--- src/hdl/jamq_pkg.sv ---
// types, constants and the median selector shared by the joystick axis quantizer
package jamq_pkg;

	// fixed configuration of the quantizer
	localparam int ADC_BITS    = 10;
	localparam int WINDOW      = 5;
	localparam int CAL_SAMPLES = 1000;
	localparam int LEVEL_STEP  = 16;
	localparam int NUM_AXES    = 3;

	// derived widths
	localparam int AXIS_W     = 2;
	localparam int LEVEL_W    = 9;
	localparam int SUM_W      = $clog2(CAL_SAMPLES * ((1 << ADC_BITS) - 1) + 1);
	localparam int COUNT_W    = $clog2(CAL_SAMPLES + 1);
	localparam int FILL_W     = $clog2(WINDOW + 1);
	localparam int DIFF_W     = ADC_BITS + 1;
	localparam int SCALED_W   = DIFF_W + 2;
	localparam int LEVEL_SHIFT = $clog2(LEVEL_STEP);

	// mean by reciprocal multiply: exact for every reachable sum
	localparam int CAL_SHIFT = SUM_W + $clog2(CAL_SAMPLES);
	localparam longint unsigned CAL_RECIP =
		((64'd1 << CAL_SHIFT) + 64'(CAL_SAMPLES) - 64'd1) / 64'(CAL_SAMPLES);
	localparam int RECIP_W = CAL_SHIFT - $clog2(CAL_SAMPLES) + 1;
	localparam int PROD_W  = SUM_W + RECIP_W;

	// codes
	localparam logic              MODE_CAL    = 1'b0;
	localparam logic              MODE_MEAS   = 1'b1;
	localparam logic              KIND_MEDIAN = 1'b0;
	localparam logic              KIND_CAL    = 1'b1;
	localparam logic [AXIS_W-1:0] AXIS_Z      = 2'd2;

	typedef logic signed [LEVEL_W-1:0] level_t;
	typedef logic [FILL_W-1:0]         fill_t;
	typedef level_t                    win_t [WINDOW];

	// median by rank: ties broken by position so exactly one entry has the middle rank
	function automatic level_t median_of_window(input win_t v);
		fill_t  rank;
		level_t m;
		m = v[0];
		for (int i = 0; i < WINDOW; i++) begin
			rank = '0;
			for (int j = 0; j < WINDOW; j++) begin
				if (j != i) begin
					if ((v[j] < v[i]) || ((v[j] == v[i]) && (j < i))) begin
						rank = rank + fill_t'(1);
					end
				end
			end
			if (rank == fill_t'((WINDOW - 1) / 2)) begin
				m = v[i];
			end
		end
		return m;
	endfunction

endpackage

--- src/hdl/joystick_axis_median_quantizer.sv ---
// top level: per-axis calibration, level quantizing and median-of-window filter
//
// The block takes one item per clock cycle when the result side is not stalled.
// Each item passes an input register, then combinational logic (offset subtract,
// gain of three for Z, divide by 16 toward zero, rank-based median of the
// window, mean of the calibration sum by a constant reciprocal multiply) into a
// result register, which drives out_valid and the result fields.
// Calibration items (mode 0) yield a result on every 1000th sample of an axis;
// measurement items (mode 1) yield the median level on every fifth sample of an
// axis. Items on axis code 3 are dropped. No clearing pass is needed after reset.
module joystick_axis_median_quantizer (
	input  logic                                  clk,
	input  logic                                  arst_n,
	// input channel
	input  logic                                  in_valid,
	output logic                                  in_ready,
	input  logic                                  mode,
	input  logic [jamq_pkg::AXIS_W-1:0]           axis,
	input  logic [jamq_pkg::ADC_BITS-1:0]         sample,
	// result channel
	output logic                                  out_valid,
	input  logic                                  out_ready,
	output logic                                  kind,
	output logic [jamq_pkg::AXIS_W-1:0]           axis_out,
	output logic signed [jamq_pkg::LEVEL_W-1:0]   level,
	output logic [jamq_pkg::ADC_BITS-1:0]         new_offset
);

	// input register
	logic                            valid_s1;
	logic                            mode_s1;
	logic [jamq_pkg::AXIS_W-1:0]     axis_s1;
	logic [jamq_pkg::ADC_BITS-1:0]   sample_s1;

	// per-axis state
	logic [jamq_pkg::ADC_BITS-1:0]   offset_q [jamq_pkg::NUM_AXES];
	logic [jamq_pkg::SUM_W-1:0]      sum_q    [jamq_pkg::NUM_AXES];
	logic [jamq_pkg::COUNT_W-1:0]    count_q  [jamq_pkg::NUM_AXES];
	jamq_pkg::fill_t                 fill_q   [jamq_pkg::NUM_AXES];
	jamq_pkg::level_t                win_q    [jamq_pkg::NUM_AXES][jamq_pkg::WINDOW];

	// result register
	logic                            out_valid_q;
	logic                            kind_q;
	logic [jamq_pkg::AXIS_W-1:0]     axis_q;
	jamq_pkg::level_t                level_q;
	logic [jamq_pkg::ADC_BITS-1:0]   offset_out_q;

	// datapath
	logic                                  ax_ok;
	logic [jamq_pkg::AXIS_W-1:0]           idx;
	logic [jamq_pkg::ADC_BITS-1:0]         off;
	logic [jamq_pkg::SUM_W-1:0]            sum_next;
	logic [jamq_pkg::COUNT_W-1:0]          count_next;
	logic                                  cal_done;
	logic [jamq_pkg::PROD_W-1:0]           prod;
	logic [jamq_pkg::ADC_BITS-1:0]         mean;
	logic signed [jamq_pkg::DIFF_W-1:0]    diff;
	logic signed [jamq_pkg::SCALED_W-1:0]  diff_ext;
	logic signed [jamq_pkg::SCALED_W-1:0]  scaled;
	logic signed [jamq_pkg::SCALED_W-1:0]  biased;
	logic signed [jamq_pkg::SCALED_W-1:0]  quot;
	jamq_pkg::level_t                      lvl;
	jamq_pkg::fill_t                       f0;
	logic                                  win_done;
	jamq_pkg::win_t                        row;
	jamq_pkg::level_t                      med;
	logic                                  produces;
	logic                                  advance;

	// axis select, axis code three is dropped
	assign ax_ok = (axis_s1 < jamq_pkg::AXIS_W'(jamq_pkg::NUM_AXES));
	assign idx   = ax_ok ? axis_s1 : '0;
	assign off   = offset_q[idx];

	// calibration accumulate and mean
	assign sum_next   = sum_q[idx] + jamq_pkg::SUM_W'(sample_s1);
	assign count_next = count_q[idx] + jamq_pkg::COUNT_W'(1);
	assign cal_done   = (count_next >= jamq_pkg::COUNT_W'(jamq_pkg::CAL_SAMPLES));
	assign prod       = jamq_pkg::PROD_W'(sum_next) * jamq_pkg::PROD_W'(jamq_pkg::CAL_RECIP);
	assign mean       = prod[jamq_pkg::CAL_SHIFT +: jamq_pkg::ADC_BITS];

	// level: offset subtract, Z gain, divide toward zero
	always_comb begin
		diff     = signed'({1'b0, sample_s1}) - signed'({1'b0, off});
		diff_ext = jamq_pkg::SCALED_W'(diff);
		if (axis_s1 == jamq_pkg::AXIS_Z) begin
			scaled = (diff_ext <<< 1) + diff_ext;
		end else begin
			scaled = diff_ext;
		end
		if (scaled < 0) begin
			biased = scaled + jamq_pkg::SCALED_W'(jamq_pkg::LEVEL_STEP - 1);
		end else begin
			biased = scaled;
		end
		quot = biased >>> jamq_pkg::LEVEL_SHIFT;
		lvl  = quot[jamq_pkg::LEVEL_W-1:0];
	end

	// window slot and median of stored levels plus the new one
	assign f0       = (fill_q[idx] >= jamq_pkg::FILL_W'(jamq_pkg::WINDOW)) ? '0 : fill_q[idx];
	assign win_done = (f0 == jamq_pkg::FILL_W'(jamq_pkg::WINDOW - 1));

	always_comb begin
		for (int k = 0; k < jamq_pkg::WINDOW; k++) begin
			row[k] = (f0 == jamq_pkg::FILL_W'(k)) ? lvl : win_q[idx][k];
		end
	end

	assign med = jamq_pkg::median_of_window(row);

	// flow control
	assign produces = valid_s1 && ax_ok && ((mode_s1 == jamq_pkg::MODE_CAL) ? cal_done : win_done);
	assign advance  = valid_s1 && (!produces || !out_valid_q || out_ready);
	assign in_ready = !valid_s1 || advance;

	// input register control
	always_ff @(posedge clk or negedge arst_n) begin
		if (!arst_n) begin
			valid_s1 <= 1'b0;
		end else if (in_valid && in_ready) begin
			valid_s1 <= 1'b1;
		end else if (advance) begin
			valid_s1 <= 1'b0;
		end
	end

	// input register payload
	always_ff @(posedge clk) begin
		if (in_valid && in_ready) begin
			mode_s1   <= mode;
			axis_s1   <= axis;
			sample_s1 <= sample;
		end
	end

	// per-axis calibration and fill state
	always_ff @(posedge clk or negedge arst_n) begin
		if (!arst_n) begin
			for (int a = 0; a < jamq_pkg::NUM_AXES; a++) begin
				offset_q[a] <= '0;
				sum_q[a]    <= '0;
				count_q[a]  <= '0;
				fill_q[a]   <= '0;
			end
		end else if (advance && ax_ok) begin
			if (mode_s1 == jamq_pkg::MODE_CAL) begin
				if (cal_done) begin
					offset_q[idx] <= mean;
					sum_q[idx]    <= '0;
					count_q[idx]  <= '0;
				end else begin
					sum_q[idx]   <= sum_next;
					count_q[idx] <= count_next;
				end
			end else begin
				fill_q[idx] <= win_done ? '0 : (f0 + jamq_pkg::fill_t'(1));
			end
		end
	end

	// window store, last slot is never needed after the median
	always_ff @(posedge clk) begin
		if (advance && ax_ok && (mode_s1 == jamq_pkg::MODE_MEAS) && !win_done) begin
			win_q[idx][f0] <= lvl;
		end
	end

	// result register control
	always_ff @(posedge clk or negedge arst_n) begin
		if (!arst_n) begin
			out_valid_q <= 1'b0;
		end else if (advance && produces) begin
			out_valid_q <= 1'b1;
		end else if (out_ready) begin
			out_valid_q <= 1'b0;
		end
	end

	// result register payload
	always_ff @(posedge clk) begin
		if (advance && produces) begin
			axis_q <= axis_s1;
			if (mode_s1 == jamq_pkg::MODE_CAL) begin
				kind_q       <= jamq_pkg::KIND_CAL;
				level_q      <= '0;
				offset_out_q <= mean;
			end else begin
				kind_q       <= jamq_pkg::KIND_MEDIAN;
				level_q      <= med;
				offset_out_q <= off;
			end
		end
	end

	assign out_valid  = out_valid_q;
	assign kind       = kind_q;
	assign axis_out   = axis_q;
	assign level      = level_q;
	assign new_offset = offset_out_q;

endmodule
--- config.mk ---
export PLATFORM = sky130hd
export DESIGN_NAME = joystick_axis_median_quantizer
export DESIGN_NICKNAME = d
export VERILOG_FILES = /design/src/hdl/jamq_pkg.sv /design/src/hdl/joystick_axis_median_quantizer.sv
export SDC_FILE = /design/constraint.sdc
export NUM_CORES = 1
export LEC_CHECK = 0
export ABC_AREA = 0
export BUFFER_PORTS_ARGS = -buffer_cell sky130_fd_sc_hd__buf_2
export CAP_MARGIN = 15
export CORE_ASPECT_RATIO = 1.2
export CORE_MARGIN = 5
export CORE_UTILIZATION = 44
export DETAILED_ROUTE_END_ITERATION = 8
export PLACE_DENSITY = 0.62
export SYNTH_ARGS = -nofsm -noshare
export SYNTH_HDL_FRONTEND = slang
export SYNTH_SLANG_ARGS = --single-unit
export TNS_END_PERCENT = 10
--- constraint.sdc ---
create_clock -name clk -period 14 [get_ports clk]
set_clock_uncertainty 0.2 [all_clocks]
set_input_delay 1.4 -clock clk [delete_from_list [all_inputs] [get_ports clk]]
set_output_delay 1.4 -clock clk [all_outputs]
set_load 0.02 [all_outputs]
After elaboration in Yosys (flattened, before gate mapping):

Memory sizes are Yosys's and may differ from the RTL's.
Index checks and enable logic that the tools add are counted.

* bitwise gates (word level): 7
* multipliers: 1
* $add $sub $neg: 18
* eq/ne operators: 19
* divide/modulo/power cells: 0
* mux-type cells: 65
* magnitude comparators: 24
* reductions and logical operators: 33
* shift-type cells: 0

Operator list (number)
* 9-bit < comparator: 16
* 9-bit == test: 10
* 9-bit 2-to-1 mux: 10
* 60-bit bitwise AND: 1
* 30-bit bitwise mux: 2
* 60-bit bitwise mux: 1
* 10-bit 2-to-1 mux: 6
* 20-bit 2-to-1 mux: 3
* 60-bit 2-to-1 mux: 1
* 60-bit inverter: 1
* 3-bit 2-to-1 mux: 17
* 45-bit 2-to-1 mux: 1
* 10-bit binary-select mux with 2-bit select: 2
* 20-bit binary-select mux with 2-bit select: 1
* 20-bit demux with 2-bit select: 1
* 3-bit by 1-bit adder with 3-bit output (second input constant): 13
* 20-bit by 20-bit multiplier with 39-bit output (second input constant): 1
* 30-bit bitwise AND: 1
* 30-bit 2-to-1 mux: 1
* 30-bit inverter: 1
* 9-bit demux with 3-bit select: 1
* 13-bit 2-to-1 mux: 2
* 20-bit by 10-bit adder with 20-bit output: 1
* 10-bit demux with 2-bit select: 1
* 30 further kinds: 72

* logic and storage cells: 189
* input bits: 17
* memories kept: 1
* register bits after elaboration: 166
* ROM bits: 0
* output and inout bits: 24
* bits in writable memories: 135
* bits in latches: 0

Memories
* win_q: words 3, width 45, rd ports 1, clocked after Yosys merged registers in 0, write ports 1, line joystick_axis_median_quantizer.sv:40 `jamq_pkg::level_t win_q [jamq_pkg::NUM_AXES][jamq_pkg::WINDOW];`

Longest topological paths before layout:

Gate-level depths: netlist (run 1).

* word-level depth: 26
* mapped depth: 57
* mapped depth without buffers: 49

Least setup slack after synthesis (run 1):

No wires, ideal clock.

* path kind: register to register
* start: register axis_s1[1] (netlist name)
* end: register level_q[0], in the netlist level[0], data pin
* arrival: 12.008 ns
* clock period less this slack: 12.374 ns
* required time: 13.634 ns
* cell stages (with the launch flop): 53
* setup time: 0.166 ns
* setup slack: 1.626 ns
* buffers on the path: 9
* cells stage by stage: edfxtp_1 -> inv_1 -> ha_1 -> buf_4 -> buf_2 -> buf_1 -> clkbuf_1 -> clkbuf_1 -> clkbuf_1 -> clkbuf_1 -> nor2_1 -> a21oi_1 -> ha_1 -> inv_1 -> o21ai_0 -> a31o_2 -> or3_1 -> and2_1 -> [17 not listed] -> ha_1 -> nand4_1 -> nor2_1 -> o21a_1 -> o311a_1 -> a222oi_1 -> nand2_1 -> ha_1 -> xnor2_1 -> ha_1 -> nand3b_1 -> mux2i_1 -> mux2i_1 -> or3b_2 -> o21ba_2 -> buf_1 -> nand3_2 -> o221ai_1

* word-level cells in the longest chain between the ends: 26
* elaborated cells between the ends (all ways): 101
* those cells by class: 15 x add/sub; 19 x order compare; 19 x eq/ne; 35 x mux; 1 x bitwise; 11 x reduce/logical; 1 x memory

Ends and longest elaborated chain
* start: declaration: line joystick_axis_median_quantizer.sv:32 `logic [jamq_pkg::AXIS_W-1:0] axis_s1;`
* start signal: assignment: line joystick_axis_median_quantizer.sv:133 `axis_s1 <= axis;`
* 2-bit < comparator: line joystick_axis_median_quantizer.sv:72 `assign ax_ok = (axis_s1 < jamq_pkg::AXIS_W'(jamq_pkg::NUM_AXES));`
* 2-bit 2-to-1 mux: line joystick_axis_median_quantizer.sv:73 `assign idx = ax_ok ? axis_s1 : '0;`
* 2-bit inverter with 3-bit output (implied by the code): line joystick_axis_median_quantizer.sv:74 `assign off = offset_q[idx];`
* 10-bit binary-select mux with 2-bit select: line joystick_axis_median_quantizer.sv:74
* 10-bit 2-to-1 mux (implied by the code) (2 in series): line joystick_axis_median_quantizer.sv:74
* 10-bit by 10-bit subtractor with 11-bit output: line joystick_axis_median_quantizer.sv:85 `diff = signed'({1'b0, sample_s1}) - signed'({1'b0, off});`
* 12-bit by 11-bit adder with 13-bit output: line joystick_axis_median_quantizer.sv:88 `scaled = (diff_ext <<< 1) + diff_ext;`
* 13-bit 2-to-1 mux *: line joystick_axis_median_quantizer.sv:87 `if (axis_s1 == jamq_pkg::AXIS_Z) begin`
* [2 not listed]
* net biased, one bit: line joystick_axis_median_quantizer.sv:61 `logic signed [jamq_pkg::SCALED_W-1:0] biased;`
* [5 not listed]
* 3-bit 2-to-1 mux: line jamq_pkg.sv:48 `if ((v[j] < v[i]) || ((v[j] == v[i]) && (j < i))) begin`
* 3-bit by 1-bit adder with 3-bit output: line jamq_pkg.sv:49 `rank = rank + fill_t'(1);`
* 3-bit 2-to-1 mux: line jamq_pkg.sv:48
* 3-bit by 1-bit adder with 3-bit output: line jamq_pkg.sv:49
* 3-bit 2-to-1 mux: line jamq_pkg.sv:48
* 3-bit by 2-bit == test with 1-bit output: line jamq_pkg.sv:53 `if (rank == fill_t'((WINDOW - 1) / 2)) begin`
* 9-bit 2-to-1 mux (3 in series): line jamq_pkg.sv:53
* 9-bit 2-to-1 mux *: line jamq_pkg.sv:53
* end signal: assignment: line joystick_axis_median_quantizer.sv:191 `level_q <= med;`
* end: declaration: line joystick_axis_median_quantizer.sv:46 `jamq_pkg::level_t level_q;`

Mark *: on every way through the listed nets, which the timed path passes. The rest lies on a longest branch. The select of a mux whose other input is x is not followed.
A chain may end at the register's enable or synchronous reset.

Worst setup path in the final report (run 1):

* start: register axis_s1[1] (netlist name)
* end: register level_q[6], in the netlist level[6], data pin

The elaborated chain is that of the path after synthesis.

==> results of run 1 <==
-- cell type report --
cell class | count | area, um2 | area share (%)
multi-input combinational | 1620 | 13400 | 53.2
sequential | 301 | 8380 | 33.3
inverter | 243 | 912 | 3.62
tap | 697 | 872 | 3.46
clock buffer | 36 | 803 | 3.19
timing repair buffer | 85 | 544 | 2.16
clock inverter | 20 | 275 | 1.09
-- how the worst min path moves through the flow --
stage / start / to / slack (ns) / cells after the start
2_1_floorplan: sum_q[54] / sum_q[54] / 0.25 / 2
3_3_place_gp: sum_q[34] / sum_q[34] / 0.26 / 2
3_5_place_dp: sum_q[14] / sum_q[14] / 0.27 / 2
4_1_cts: sum_q[14] / sum_q[14] / 0.28 / 2
5_1_grt: sum_q[21] / sum_q[21] / 0.30 / 2
6_report: count_q[3] / count_q[3] / 0.28 / 2
-- critical path: cells and delay by family, from the launching register on --
| family | cells | cell delay (ns) |
|---|---|---|
| AOI/OAI and AO/OA | 17 | 4.15 |
| and+or+nand+nor | 14 | 3.35 |
| adders and majority gates | 7 | 2.42 |
| buffers and inverters | 5 | 0.80 |
| muxes | 2 | 0.69 |
| DFF | 1 | 0.48 |
| xor gates and xnor gates | 2 | 0.22 |
-- sequential cells by signal, summed over array words and instances (netlist names) --
| name | count |
|---|---|
| mode_s1 | 1 |
| kind | 1 |
| count_q | 30 |
| sum_q | 60 |
| sample_s1 | 10 |
| out_valid | 1 |
| fill_q | 9 |
| axis_out | 2 |
| valid_s1 | 1 |
| axis_s1 | 2 |
| new_offset | 10 |
| level | 9 |
| win_q | 135 |
| offset_q | 30 |
-- cells in the final DEF, fill, tap and decap left out, types with 7 or more instances in the layout --
cell type	netlist	layout
sky130_fd_sc_hd__o31ai_1	14	14
sky130_fd_sc_hd__nand2_1	208	206
sky130_fd_sc_hd__nand2b_1	24	24
sky130_fd_sc_hd__o21ai_1	7	7
sky130_fd_sc_hd__nor3_1	16	16
sky130_fd_sc_hd__inv_1	242	242
sky130_fd_sc_hd__nand4_1	24	24
sky130_fd_sc_hd__o21bai_1	9	9
sky130_fd_sc_hd__xnor2_1	37	37
sky130_fd_sc_hd__buf_4	1	45
sky130_fd_sc_hd__mux2_2	65	65
sky130_fd_sc_hd__o21a_1	23	23
sky130_fd_sc_hd__clkbuf_16	0	30
sky130_fd_sc_hd__or3_1	7	7
sky130_fd_sc_hd__nor2_1	116	115
sky130_fd_sc_hd__and3_1	18	18
sky130_fd_sc_hd__a21oi_1	108	107
sky130_fd_sc_hd__nand3_1	24	24
sky130_fd_sc_hd__a211oi_1	8	8
sky130_fd_sc_hd__fa_1	87	87
sky130_fd_sc_hd__and2_1	25	25
sky130_fd_sc_hd__buf_2	3	39
sky130_fd_sc_hd__nor2b_1	35	34
sky130_fd_sc_hd__edfxtp_1	170	170
sky130_fd_sc_hd__o21ai_0	173	173
sky130_fd_sc_hd__or2_2	10	10
sky130_fd_sc_hd__o211ai_1	19	19
sky130_fd_sc_hd__mux2i_1	105	105
sky130_fd_sc_hd__dfrtp_1	131	131
sky130_fd_sc_hd__ha_1	305	303
sky130_fd_sc_hd__a21o_1	21	21
sky130_fd_sc_hd__xor2_1	23	23
sky130_fd_sc_hd__nand3b_1	9	9
-- through the flow --
stage	hold WS [ns]	util, %
floorplan	0.248	-
global placement	0.259	46.8
detailed placement	0.267	46.8
CTS	0.282	48.9
global route	0.300	48.9
finish	0.281	48.9
-- cells by family (layout without fill, tap and decap cells) --
| kind of cell | after synthesis | in the layout | share of synthesized area, % |
|---|---|---|---|
| xor+xnor | 60 | 60 | 2.29 |
| mux | 171 | 171 | 7.87 |
| flops | 301 | 301 | 36.5 |
| fa+ha+maj | 393 | 393 | 24.3 |
| buf+inv | 315 | 384 | 5.25 |
| compound gates | 459 | 459 | 12.7 |
| simple gates | 537 | 537 | 11.1 |
-- layer usage --
layer  GRT usage, %  part of all wire, %  vias to the layer above
met5              0                    0                        -
met2           40.8                   54                      396
met4           7.66                  3.8                        0
li1               -                    -                     7981
met1           25.2                   39                     8183
met3           2.26                  4.1                      117
==> results.txt, run 1 <==
- For this run, the top clock speed supported by timing is 79.9 MHz.
* Reg-to-reg critical path startpoint: axis_s1[1]
- CTS clock-pin slew for the worst setup and hold paths: 0.07 ns
- The worst setup path is launched from a flip-flop.
- Following the worst setup path forward leads to its endpoint at level[6].
- Share of the synthesized area in the top cell type: 22.2%
* Most frequent cells after synthesis: sky130_fd_sc_hd__ha_1 (305), sky130_fd_sc_hd__inv_1 (242), sky130_fd_sc_hd__nand2_1 (208)
- The detailed router finished its first iteration with 1,005 violations.
- Global route total overflow: 0
* Post-Syn Nets: 2,645
- For this design, the sink count on the clock tree is 301.
- Clock tree from TritonCTS: yes
- Prevailing post-synth register cell: sky130_fd_sc_hd__edfxtp_1
- Setup repair after global routing left no endpoint under its margin.
* Count of state elements after synthesis: 301
- The number of antenna diodes in the final layout is 0.
- Once the clock tree was built, the setup fixing pass inserted 0 buffers.
- Clock insertion delay at the later pin of the skew report: 0.59 ns
* Number of primary I/O pins: 41
- In the post-route analysis, the smallest setup slack over all paths is 1.48 ns.
- The number of cells on the worst reg-to-reg path is 47.
* Dominant cell type by area after synthesis: sky130_fd_sc_hd__edfxtp_1
- Clock period minus worst slack: 12.52 ns
- The longest clock path from root to sink contains 3 buffers.
- In the final routed layout, each cell accounts on average for 20.6 um.
- Highest-delay cell along the critical path: sky130_fd_sc_hd__nor2b_4
- Die height: 260 um
- Share of post-route cells with drive strength above 1: 10.9%
- In the final design database the tool counted 2,690 nets.
- The first detailed-routing pass took 7 iterations.
* Sequential-to-total area share from yosys stat: 36.5%
- Final slew viol count: 0
- Category of the worst setup path capture point: flip-flop
- By area the synthesized netlist is led by sky130_fd_sc_hd__edfxtp_1 (22%), sky130_fd_sc_hd__ha_1 (17%), sky130_fd_sc_hd__dfrtp_1 (14%), sky130_fd_sc_hd__fa_1 (7.6%), sky130_fd_sc_hd__mux2i_1 (4.6%).
* WP data required: 14.22 ns
- Gate Count Post-Synth: 2,236
- The run finished with clean final reports.
- Worst slack, placed: 1.52 ns
* Placer Congestion: 0.954
- In this run the cell area of the synthesized design comes to 0.0229 mm2.
* Hold Violations, Final: 0
- The critical path starts at axis_s1[1].
- Post-detailed-route via-to-cell ratio: 5.56
- Tot GR Track Use: 21.6%
- Yosys warning total: 0
- Worst max-slew margin expressed relative to the limit: 24.6%
- Hold repair after CTS inserted 0 buffers.
* CP max FO: 47
- Setup slack on the worst reg-to-reg path comes out at 1.48 ns.
- Total negative slack for setup checks: 0 ns
- For this configuration, the core starts out at a cell density of 44.5%.
- In this run the number of H-tree levels came out at 1.
* Async set or reset register ratio after synthesis: 43.5%
* Number of synthesized flops with an enable pin: 170
- Most frequent cell after synthesis: sky130_fd_sc_hd__ha_1
- The total area inside the core boundary comes to 0.0516 mm2.
- Clk root buf: sky130_fd_sc_hd__clkbuf_16
- R2r endpoint: level[6]
* Final critical-path share of the clock period: 89.4%
- The via count of the first global-routing pass is 17,000.
* Number of unique standard cell types used by synthesis: 89
- Tightest Pin Transition: 1.12 ns
* Placed standard-cell area: 0.0241 mm2
- The first global-routing pass estimated 96,400 um of wire.
* Area of the die: 0.0568 mm2
- Number of rows in the core area: 91
* Area overhead of the layout relative to synthesis: 9.85%
- The setup path with the least slack is of type flip-flop to flip-flop.
* Largest net degree at the start of global routing: 68
- The finished cells cover 0.0252 mm2.
- Once the clock tree was built, the resizer swapped 0 gates to a different size.
- Num CTS Buffers: 30
* Worst hold path type: flip-flop to flip-flop
- Setup violations remaining at the end of the flow were counted as 0.
* Routed WL: 61,800 um
- CP max stage delay: 0.68 ns
- The detailed router placed 16,700 vias in this run.
- Die X-Extent: 218 um
- Post-synthesis area per instance: 10.3 um2
* Number of remaining DRC errors: 0
- Initial antenna violation count: 0
* CP Data Arrival Time: 12.74 ns
- Max-cap viol count: 0
* Critical path's most frequent cell: sky130_fd_sc_hd__ha_1
* Fillers: 4,722
- The number of placed instances, taps included, is 2,946.
* Estimated wirelength of the detail-placed design: 46,900 um
- Once detail routing completed, the nets flagged for antenna violations numbered 0.
- Final cell count without fillers: 3,002
- PortBufs: 40
Power of run 1 is left out: the tool's default activity adds up to more than one toggle a clock period on the data nets, which glitch-free logic cannot reach.
==> run 2, diff against run 1 <==
--- a/config.mk
+++ b/config.mk
@@ -10,9 +10,10 @@
 export CAP_MARGIN = 15
 export CORE_ASPECT_RATIO = 1.2
 export CORE_MARGIN = 5
-export CORE_UTILIZATION = 44
+export CORE_UTILIZATION = 57
 export DETAILED_ROUTE_END_ITERATION = 8
-export PLACE_DENSITY = 0.62
+export PLACE_DENSITY = 0.76
+export SETUP_SLACK_MARGIN = 0.05
 export SYNTH_ARGS = -nofsm -noshare
 export SYNTH_HDL_FRONTEND = slang
 export SYNTH_SLANG_ARGS = --single-unit
==> results.txt, run 2 (same netlist as run 1, synthesis figures left out) <==
* R2r endpoint: level[6]
- In this run, post-CTS repair resized a total of 0 instances.
- After detailed routing, the number of vias per cell comes to 6.02.
- Final critical-path share of the clock period: 85.0%
- The register with the most flip-flops in the layout has 135 of them.
- Sinks on Clock Net: 301
* First drt pass iteration count: 6
- Reg-to-reg critical path startpoint: axis_s1[0]
* Tightest Pin Transition: 1.13 ns
- Vias post-DR: 17,100
- TritonCTS built the clock tree.
- Measured along the y axis, the die boundary spans 230 um.
* Worst hold endpoint: count_q[17]
- Average routed wire per standard cell: 21.3 um
- Final slew viol count: 0
- Depth of the most critical reg-to-reg path: 46
- Setup repair after global routing left no endpoint under its margin.
- Setup violations remaining at the end of the flow were counted as 0.
- After detailed routing, the number of remaining DRC violations is 0.
- Startpoint Class: flip-flop
- Total negative slack for setup checks: 0 ns
- Once the clock tree was built, the setup fixing pass inserted 0 buffers.
* Registers with the most flip-flops: win_q: 135 flops, sum_q: 60 flops
- Initial antenna violation count: 1
- The setup check on the worst reg-to-reg path leaves a slack of 2.10 ns.
- After clock tree synthesis, the flow added hold-fix buffers numbering 0.
- The initialized floorplan defines 80 standard-cell rows.
- Share of post-route cells with drive strength above 1: 10.5%
* Fillers: 3,226
- Initial DRC Count: 1,102
* Area of the placeable core: 0.0398 mm2
* Highest-delay cell along the critical path: sky130_fd_sc_hd__a2111oi_2
- Clock insertion delay at the later pin of the skew report: 0.58 ns
* Worst hold path startpoint: count_q[17]
- Critical path's most frequent cell: sky130_fd_sc_hd__ha_1
- Most common library cell in the layout ignoring fill and taps: sky130_fd_sc_hd__ha_1
- Global route total overflow: 0
- CP max stage delay: 0.60 ns
- In this run the worst setup path begins at axis_s1[0].
* Max-cap viol count: 0
- CTS built an H-tree with a depth of 1.
* Area of the die: 0.0444 mm2
* Register ranked first by flip-flop count: win_q
- Measured against its own limit, the worst slew margin works out to 23.9%.
* Number of global-route vias before repair: 17,800
* Die X-Extent: 193 um
- Number of nets at the end of the flow: 2,685
- Max Fclk: 84.0 MHz
* CTS clock-pin slew for the worst setup and hold paths: 0.07 ns
- Entering global routing, the biggest net connects 85 pins.
* Outcome: finished clean
- Tot GR Track Use: 27.2%
* Routed WL: 60,300 um
* Worst hold path type: flip-flop to flip-flop
- Data arrives at the worst endpoint at 12.10 ns.
* Placer Congestion: 1.03
* Initial Util: 57.6%
* Depth of the worst hold-timing path: 2
- The tree is rooted in a sky130_fd_sc_hd__clkbuf_16.
* Area overhead of the layout relative to synthesis: 8.37%
- The worst setup path is of the flip-flop to flip-flop kind.
* Category of the worst setup path capture point: flip-flop
* Hold Violations, Final: 0
- The detail route stage leaves a number of antenna-violating nets equal to 0.
- Commonest cells after routing, fill and taps aside: sky130_fd_sc_hd__ha_1 (303), sky130_fd_sc_hd__inv_1 (242), sky130_fd_sc_hd__nand2_1 (207)
- CP max FO: 40
- TritonCTS created 28 clock buffers.
- Counting along the longest clock path gives a buffer depth of 3.
- Estimated wirelength of the detail-placed design: 46,100 um
- The routed design could run at a clock period as short as 11.90 ns.
- PortBufs: 40
- On the final layout, the worst hold slack is 0.276 ns.
- For the worst setup path, the data required time is 14.20 ns.
* Wire length of the first global-routing pass: 94,700 um
- In this run the count of I/O pins placed on the die edge is 41.
-- run 2: changes by cell type in the layout (fill, tap and decap cells not counted), sizes merged --
cell / before / now
clkinvlp: 3 / 2
clkbuf: 36 / 35
buf: 85 / 82
clkinv: 10 / 12
diode: 0 / 2
bufinv: 5 / 2
inv: 245 / 244
-- run 2: final cells by class --
cell class / instances / area (um2) / area share, %
multi-input cells: 1620 / 13400 / 53.9
well taps: 533 / 667 / 2.68
repair buffers: 82 / 536 / 2.15
flip-flops and latches: 301 / 8380 / 33.7
clock inverters: 17 / 170 / 0.684
diodes: 2 / 5.00 / 0.0201
inverters: 243 / 912 / 3.67
clock buffers: 35 / 790 / 3.18
-- run 2: worst max-delay path by stage --
stage	end	slack, ns	cells after the start
finish	level[6]	2.10	46
global route	level[6]	1.27	46
CTS	level[5]	2.27	47
detailed placement	level[5]	2.30	46
global placement	level[0]	2.66	47
floorplan	level[0]	1.63	52
-- run 2: through the flow --
step                      util, %  setup slack (ns)  cell area [um2]  instances
after floorplan                 -              1.63            22900       2236
after global placement       59.9              2.66            23900       2776
after detailed placement     59.9              2.30            23900       2778
after CTS                    62.3              2.27            24800       2830
after global routing         62.4              1.27            24900       2831
final                        62.4              2.10            24900       2833
-- run 2: critical path, delay by kind of cell, from the launching register on --
| family | cells | cell delay (ns) |
|---|---|---|
| flops | 1 | 0.46 |
| compound gates | 16 | 4.18 |
| fa+ha+maj | 7 | 2.18 |
| mux | 2 | 0.60 |
| buf+inv | 5 | 0.73 |
| xor+xnor | 3 | 0.45 |
| simple gates | 13 | 2.88 |
-- run 2: metal layers --
metal  GRT usage [%]  up-vias  wire length [um]
li1                -     7964                 -
met1            30.8     8299             22000
met2            48.2      569             30700
met3            3.55      234              3250
met4            16.9        0              4360
met5               0        -                 0
Power of run 2 is left out for the same reason.
==> run 3, diff against run 2 <==
==> constraint.sdc (replaced) <==
create_clock -name clk -period 12.4 [get_ports clk]
set_clock_uncertainty 0.2 [all_clocks]
set_input_delay 1.24 -clock clk [delete_from_list [all_inputs] [get_ports clk]]
set_output_delay 1.24 -clock clk [all_outputs]
set_load 0.02 [all_outputs]
==> results.txt, run 3 (same netlist as run 1, synthesis figures left out) <==
* Startpoint Class: flip-flop
- Delay-heaviest family, CP: compound AO/OA/AOI/OAI gates
- CTS clock-pin slew for the worst setup and hold paths: 0.07 ns
- The worst setup path is captured at a flip-flop.
- For this run the aggregate overflow at the end of global routing stands at 0.
- Type of the worst setup path: flip-flop to flip-flop
- Using the TritonRoute via totals, the vias-per-cell ratio works out to 6.05.
- The finished cells cover 0.0249 mm2.
- Including well taps, the total number of placed cells is 2,774.
* Critical path launch point: axis_s1[0]
- The most critical setup path has its endpoint at level[0].
* Post-route ant nets: 0
- Grt met3 use: 3.73%
- The number of antenna violations at the first check in global routing was 3.
* GR Layer Usage met1: 31.0%
* Max Fclk: 86.1 MHz
* Longest Clk Path Bufs: 3
- Across the run, the number of max-cap violations was 0.
- After detailed routing, the number of remaining DRC violations is 0.
* Register ranked first by flip-flop count: win_q
- Across all layers, the routed design uses 17,100 vias.
- After detailed routing, the total wire length is 60,500 um.
* Registers with the most flip-flops: win_q: 135 flops, sum_q: 60 flops
- For this design, the sink count on the clock tree is 301.
- In this run the count of I/O pins placed on the die edge is 41.
- Global routing's busiest layer: met2
* Placed standard-cell area: 0.0239 mm2
- Reg-to-reg critical path startpoint: axis_s1[0]
* Antenna fix cells: 0
- Final setup violation count: 0
- Clock tree from TritonCTS: yes
* Final slew viol count: 0
- During placement, the flow inserted port buffers numbering 40.
- In this run the most critical hold path is launched from count_q[21].
* Clock insertion delay at the later pin of the skew report: 0.59 ns
- Setup repair after global routing missed its margin: no
* Placer Congestion: 0.989
- Area of the die: 0.0444 mm2
- Initial DRC Count: 1,167
- For this run, the post-layout net count is 2,683.
- For flop-to-flop paths, the worst setup slack is 0.79 ns.
- Number of global-route vias before repair: 17,600
- Die height: 230 um
* Depth of the most critical reg-to-reg path: 46
* Met2 Resource Use GR: 48.4%
- For this design, the slowest cell found on the critical path is sky130_fd_sc_hd__a222oi_1.
- R2r endpoint: level[0]
* Number of gates on the worst path with buffers counted: 46
- Dividing the final minimum period by the clock period gives 93.6%.
- Post-CTS Hold Buffers: 0
- The flow ran to the end, and the final reports show no timing, DRC or antenna violations.
- Largest net degree at the start of global routing: 95
- In this run the number of H-tree levels came out at 1.
* Crit path buf inv count: 6
* WP data required: 12.61 ns
* Die X-Extent: 193 um
- Area overhead of the layout relative to synthesis: 8.72%
- Clock period minus worst slack: 11.61 ns
- Measured against its own limit, the worst slew margin works out to 15.1%.
- The pre-antenna-repair detailed-routing pass consisted of 6 iterations.
- Estimated wirelength of the detail-placed design: 45,700 um
* Wire length of the first global-routing pass: 94,500 um
- In the layout the commonest cells are sky130_fd_sc_hd__ha_1 (303), sky130_fd_sc_hd__inv_1 (242), sky130_fd_sc_hd__nand2_1 (206).
- Initial Util: 57.6%
* CP Data Arrival Time: 11.82 ns
- The number of failing hold endpoints at the final stage came to 0.
* Critical path's most frequent cell: sky130_fd_sc_hd__ha_1
- Number of flip-flops under the largest register name: 135
- In the final routed layout, each cell accounts on average for 21.4 um.
- In this run the clock root is driven by a sky130_fd_sc_hd__clkbuf_16.
- In this run the core area contains 80 standard-cell rows.
- After floorplanning, the core was sized to cover 0.0398 mm2.
* CP max stage delay: 0.70 ns
- Final cell count without fillers: 2,829
- Most common library cell in the layout ignoring fill and taps: sky130_fd_sc_hd__ha_1
- In this run the worst path has a maximum fanout of 37.
* Tot GR Track Use: 27.2%
- Num CTS Buffers: 29
- Summed over all failing endpoints, the final setup total negative slack is 0 ns.
- For the pin with the worst max-slew slack, the measured transition is 1.26 ns.
- The filler cells instantiated in the layout total 3,254.
- Of the cells placed in the final design, the portion with a size suffix greater than 1 is 10.6%.
- In this run the worst hold path is classified as flip-flop to flip-flop.
-- run 3: worst min-delay path by stage --
stage	endpoint	slack, ns	cells past startpoint
floorplan	sum_q[54]	0.25	2
global placement	sum_q[58]	0.26	2
detailed placement	sum_q[31]	0.27	2
CTS	sum_q[25]	0.28	2
global route	sum_q[45]	0.30	2
finish	count_q[21]	0.28	2
-- run 3: tightest hold or removal path: cells and delay by family, from the launching register on --
family          cells  cell delay [ns]
flops               1             0.34
compound gates      1             0.06
simple gates        1             0.04
-- run 3: routing by layer --
layer | vias up | part of all wire [%]
met5 | - | 0.069
met4 | 6 | 6.5
met3 | 229 | 5.3
met2 | 554 | 52
met1 | 8370 | 37
li1 | 7953 | -
-- run 3: through the flow --
stage | hold WS [ns] | util (%) | worst slack (ns)
6_report | 0.283 | 62.6 | 0.790
5_1_grt | 0.298 | 62.6 | 0.0730
4_1_cts | 0.284 | 62.6 | 0.667
3_5_place_dp | 0.270 | 59.9 | 0.698
3_3_place_gp | 0.259 | 59.9 | 1.13
2_1_floorplan | 0.248 | - | 0.257
-- run 3: area by class of cell --
cell class | count | area [um2] | area share (%)
Tap cell | 533 | 667 | 2.67
Inverter | 243 | 912 | 3.66
Sequential cell | 301 | 8380 | 33.6
Clock buffer | 41 | 910 | 3.65
Multi-Input combinational cell | 1620 | 13400 | 53.8
Clock inverter | 12 | 153 | 0.612
Timing Repair Buffer | 79 | 512 | 2.05
-- run 3: repair_timing --
action,in CTS,in global routing
setup buffers,0,1
resized for setup,0,0
endpoints found under the setup margin,0,10
Power of run 3 is left out for the same reason.
